--- src/design/tdc_ram.sv ---
`default_nettype none

module tdc_ram #(
    parameter int WIDTH = 16,
    parameter int DEPTH = 256
) (
    input  wire logic                     clk,
    input  wire logic                     we,
    input  wire logic [$clog2(DEPTH)-1:0] waddr,
    input  wire logic [WIDTH-1:0]         wdata,
    input  wire logic [$clog2(DEPTH)-1:0] raddr,
    output logic      [WIDTH-1:0]         rdata
);

    logic [WIDTH-1:0] mem [DEPTH];

    always_ff @(posedge clk)
    begin
        if (we)
        begin
            mem[waddr] <= wdata;
        end
        rdata <= mem[raddr];
    end

endmodule

`default_nettype wire

--- config.mk ---
export PLATFORM = sky130hd
export DESIGN_NAME = tdc_ram
export DESIGN_NICKNAME = d
export VERILOG_FILES = /design/src/design/tdc_ram.sv
export SDC_FILE = /design/constraint.sdc
export NUM_CORES = 2
export LEC_CHECK = 0
export BUFFER_PORTS_ARGS = -buffer_cell sky130_fd_sc_hd__buf_2
export CAP_MARGIN = 20
export CORE_ASPECT_RATIO = 1.25
export CORE_MARGIN = 2
export CORE_UTILIZATION = 32
export CTS_CLUSTER_DIAMETER = 30
export DETAILED_ROUTE_END_ITERATION = 10
export PLACE_DENSITY = 0.58
export SETUP_SLACK_MARGIN = 0.05
export SKIP_LAST_GASP = 1
export SYNTH_ARGS = -nofsm -noshare
export SYNTH_HDL_FRONTEND = slang
export SYNTH_SLANG_ARGS = --single-unit
--- constraint.sdc ---
create_clock -name clk -period 6.1 [get_ports clk]
set_clock_uncertainty 0.15 [all_clocks]
set_input_delay 1.22 -clock clk [delete_from_list [all_inputs] [get_ports clk]]
set_output_delay 1.22 -clock clk [all_outputs]
set_load 0.1 [all_outputs]
* Word level (Yosys, flattened, before mapping)
Memory sizes are Yosys's and may differ from the RTL's. A register that Yosys moved wholly into a read port is not among the register bits.
Index checks and enable logic that the tools add are counted.
** Operators by class
- Mux-type cells :: 2
** Operator list (number)
- $mux 1 :: 2
** Storage, ports and cells
- Output and inout port bits :: 16
- Word-level logic and storage cells :: 3
- Register bits after elaboration :: 0
- Memories :: 1
- Input bits :: 34
- Memory bits (writable) :: 4096
** Memories
- mem :: words 256, bits a word 16, rd ports 1, clocked after memory_dff 1, wr ports 1, RTL line 15 : logic [WIDTH-1:0] mem [DEPTH];

* Longest topological paths before layout
- Depth after elaboration :: 2
- Depth in mapped cells :: 12
- Mapped depth without buffers :: 6

* Worst setup path before layout
Ideal clock, no wire load.
- Path type :: input-to-reg
- Start :: in waddr[3]
- End :: mem mem[235][0] (enable)
- Path buffers :: 3
- Library setup time :: 388 ps
- Arrival :: 2997 ps
- Slack :: 2565 ps
- Data required time :: 5562 ps
- Cell stages on the path :: 6
- Path through :: clkbuf_1 -> nor2b_1 -> clkbuf_1 -> nand4_1 -> clkbuf_1 -> nor2_1
** RTL lines
- from (decl) :: RTL line 9 : input wire logic [$clog2(DEPTH)-1:0] waddr,
- to (decl) :: RTL line 15
Straight into the memory's write port.

==> flow_metrics.tcl <==
set metrics [dict create \
    fin_nets 8055 \
    place_hpwl_um 267000 \
    crit_path_cell_trace "buf_8 > or2_4 > buf_4 > o221ai_1 > o22ai_1 > nor3_1 > nor3_1 > buf_4 > nor4_1" \
    crit_path_start_kind "primary input" \
    design.portCount 50 \
    tns_ns 0 \
    period_needed_ns 4.71 \
    cts_inserted_buffers 584 \
    synth_sequential_area_ratio_pct 77.7 \
    htree_num_levels 6 \
    synth-async-reset-ratio_pct 0 \
    slowest_stage "o22ai_1" \
    yosys_most_used_dff "edfxtp_1" \
    tritoncts_num_sinks 4112 \
    row_count 289 \
    clk-insertion-delay-late_ns 0.99 \
    crit_family "compound AO/OA/AOI/OAI gates" \
    via_cell_ratio 5.30 \
    drtPass1Iterations 6 \
    mappedNetlistNets 7394 \
    arrival_time_at_the_worst_endpoint_ns 5.35 \
    dieArea_mm2 0.502 \
    synth.area.top_cells "edfxtp_1 (77%), mux4_2 (11%), mux2i_1 (3.6%), o221ai_1 (1.4%), nor2_1 (0.72%)" \
    avgRoutedWirePerCell_um 29.3 \
    fin_crit_sh_pct 77.1 \
    area.growth.synth_to_final_pct 19.2 \
    clk_pin_slew_ns 0.05 \
    drtAntennaViolNets 0 \
    critPathCaptureType "flip-flop" \
    critical-path-max-stage-delay_ns 0.80 \
    cts_hold_repair.buffers 0 \
    required_time_of_the_critical_path_ns 6.75 \
    pwr_density_cell_mw_per_mm2 361 \
    synth_top_cell_by_area "edfxtp_1" \
    flops_latches_synth 4112 \
    drc_errors 0 \
    ctsResizeCount 0 \
    antenna_violations_before_repair 39 \
    fin_ws_ns 1.39 \
    max-cap-violations 0 \
    final_layout_size_suffix_gt1_share_pct 29.3 \
    fillCellCount 44000 \
    tritoncts "built" \
    rsz0062_at_grt "false" \
    die_width_um 634 \
    status "complete, no violations" \
    initialDrtViolationCount 9569 \
    place_congestion 0.872 \
    crit_fanout 58 \
    holdCritPathClass "in -> reg" \
    syn_area_mm2 0.159 \
    globalRouteOverflowTotal 0 \
    initial_core_util_pct 32.1 \
    power_leakage_nw 60.1 \
    ys_types 52 \
    die-height_um 791 \
    finalSetupViolations 0 \
    grt_util_all_layers_pct 17.2 \
    vias 79800 \
    first_global_vias 80300 \
    detail_route.wirelength_um 441000 \
    synth_enable_flop_cells 4096 \
    maxSlewHeadroom_pct 1.40 \
    io_buffer_count 49 \
    achievable-frequency_mhz 213 \
    synth_largest_type_area_fraction_pct 77.5 \
    core_mm2 0.495 \
    tightestPinTransition_ns 1.48 \
    timing_max_transition_violations_final 0 \
    setup.worst_path.class "in -> reg" \
    total_of_warnings_raised_by_yosys 0 \
    cts_max_path_buffers 4 \
    vdd_ir_drop_max_v 0.000273 \
    maximum_number_of_pins_on_one_net_before_global_route_repair 166 \
    ctsRootBufferMaster "clkbuf_16" \
    number_of_setup_buffers_added_after_cts 0 \
    synthesis.area_per_instance_um2 21.6 \
    grt_first_pass_wirelength_um 617000 \
    dp_worst_setup_slack_ns 0.645 \
    syn-instance-count 7360 \
    worst_path_bufs_invs 3 \
    final-hold-violation-count 0 \
]
[synth_stat cells (all sizes together), types with 9 or more instances]
cell type	number
o31ai	16
dfxtp	16
nor3	92
nor2	304
mux2i	565
nand2	38
buf	222
and3	11
o22ai	148
o221ai	253
a22oi	43
edfxtp	4096
o21ai	38
nor4	18
nand3	35
nor2b	9
mux4	797
mux2	88
a211oi	18
a22o	32
nand4	26
a21oi	175
clkbuf	230
a221oi	28
o32ai	21
[per-layer routing]
| metal | global-route usage (%) | up-vias | share of wire [%] |
|---|---|---|---|
| met2 | 29.5 | 3481 | 51 |
| li1 | - | 32800 | - |
| met3 | 3.06 | 790 | 7.5 |
| met4 | 7.56 | 14 | 4.7 |
| met5 | 0 | - | 0.021 |
| met1 | 21.2 | 42700 | 37 |
[flip-flops by register name, summed over array words and instances (netlist names)]
signal and cells:
rdata 16, mem 4096
[metrics by stage]
| step | util [%] | std cells | hold WS, ns | total power [mW] | area, um2 |
|---|---|---|---|---|---|
| after floorplan | - | 7360 | 0.704 | 33.5 | 159000 |
| after global placement | 34.2 | 14000 | 0.926 | 34.9 | 169000 |
| after detailed placement | 34.2 | 14000 | 0.894 | 34.9 | 169000 |
| after CTS | 38.2 | 15000 | 0.534 | 68.7 | 189000 |
| after global routing | 38.2 | 15000 | 0.549 | 70.0 | 189000 |
| final | 38.2 | 15100 | 0.528 | 68.3 | 189000 |
[cells by family (layout without fill, tap and decap cells)]
kind of cell	Yosys count	in the layout	synth area share [%]
buffers and inverters	456	1591	1.69
other	0	15	0
AOI/OAI and AO/OA	786	786	3.54
muxes	1450	1450	15.5
and+or+nand+nor	556	556	1.57
DFF	4112	4112	77.7
[layout by cell type (no fill, tap or decap), types with 37 or more instances in the layout]
master	netlist	final
buf_12	5	47
edfxtp_1	4096	4096
mux4_2	797	797
clkinv_4	0	44
nor2_1	304	212
mux2_2	88	88
o21ai_0	37	37
clkbuf_16	0	595
mux2i_1	565	565
nor2_2	0	91
nand2_1	38	38
clkbuf_1	230	42
o22ai_1	148	148
a21oi_1	175	175
bufinv_16	0	62
clkinvlp_4	0	60
clkinv_2	0	77
inv_6	0	66
buf_4	26	422
o221ai_1	252	252
clkinv_1	0	60
nor3_1	92	88
a22oi_1	43	43
[final cells by class]
class | count | area, um2 | share of cell area (%)
Timing Repair Buffer | 527 | 4720 | 2.49
Inverter | 4 | 27.5 | 0.0146
Antenna cell | 15 | 37.5 | 0.0198
Multi-Input combinational cell | 2792 | 33000 | 17.5
Sequential cell | 4112 | 123000 | 65.2
Tap cell | 6547 | 8190 | 4.33
Clock buffer | 638 | 15100 | 7.96
Clock inverter | 422 | 4790 | 2.53
[where the power goes]
group	switching (mW)	leakage, nW	total, mW	internal [mW]
sequential	0.0720	36.9	31.3	31.2
combinational	2.11	13.6	3.10	0.996
clock	13.1	9.57	33.9	20.9
total	15.2	60.1	68.3	53.0
[worst paths after layout]
path | to | from | slack [ns] | cells after the start
worst max-delay path | rdata[1]$_DFF_P_ | raddr[1] | 1.39 | 9
worst min-delay path | mem[194][2]$_DFFE_PP_ | wdata[2] | 0.53 | 1
worst max register to register | rdata[15]$_DFF_P_ | mem[138][15]$_DFFE_PP_ | 2.64 | 8
worst min register to register | rdata[0]$_DFF_P_ | mem[218][0]$_DFFE_PP_ | 0.92 | 6
Power figures use the tool's default switching activity.
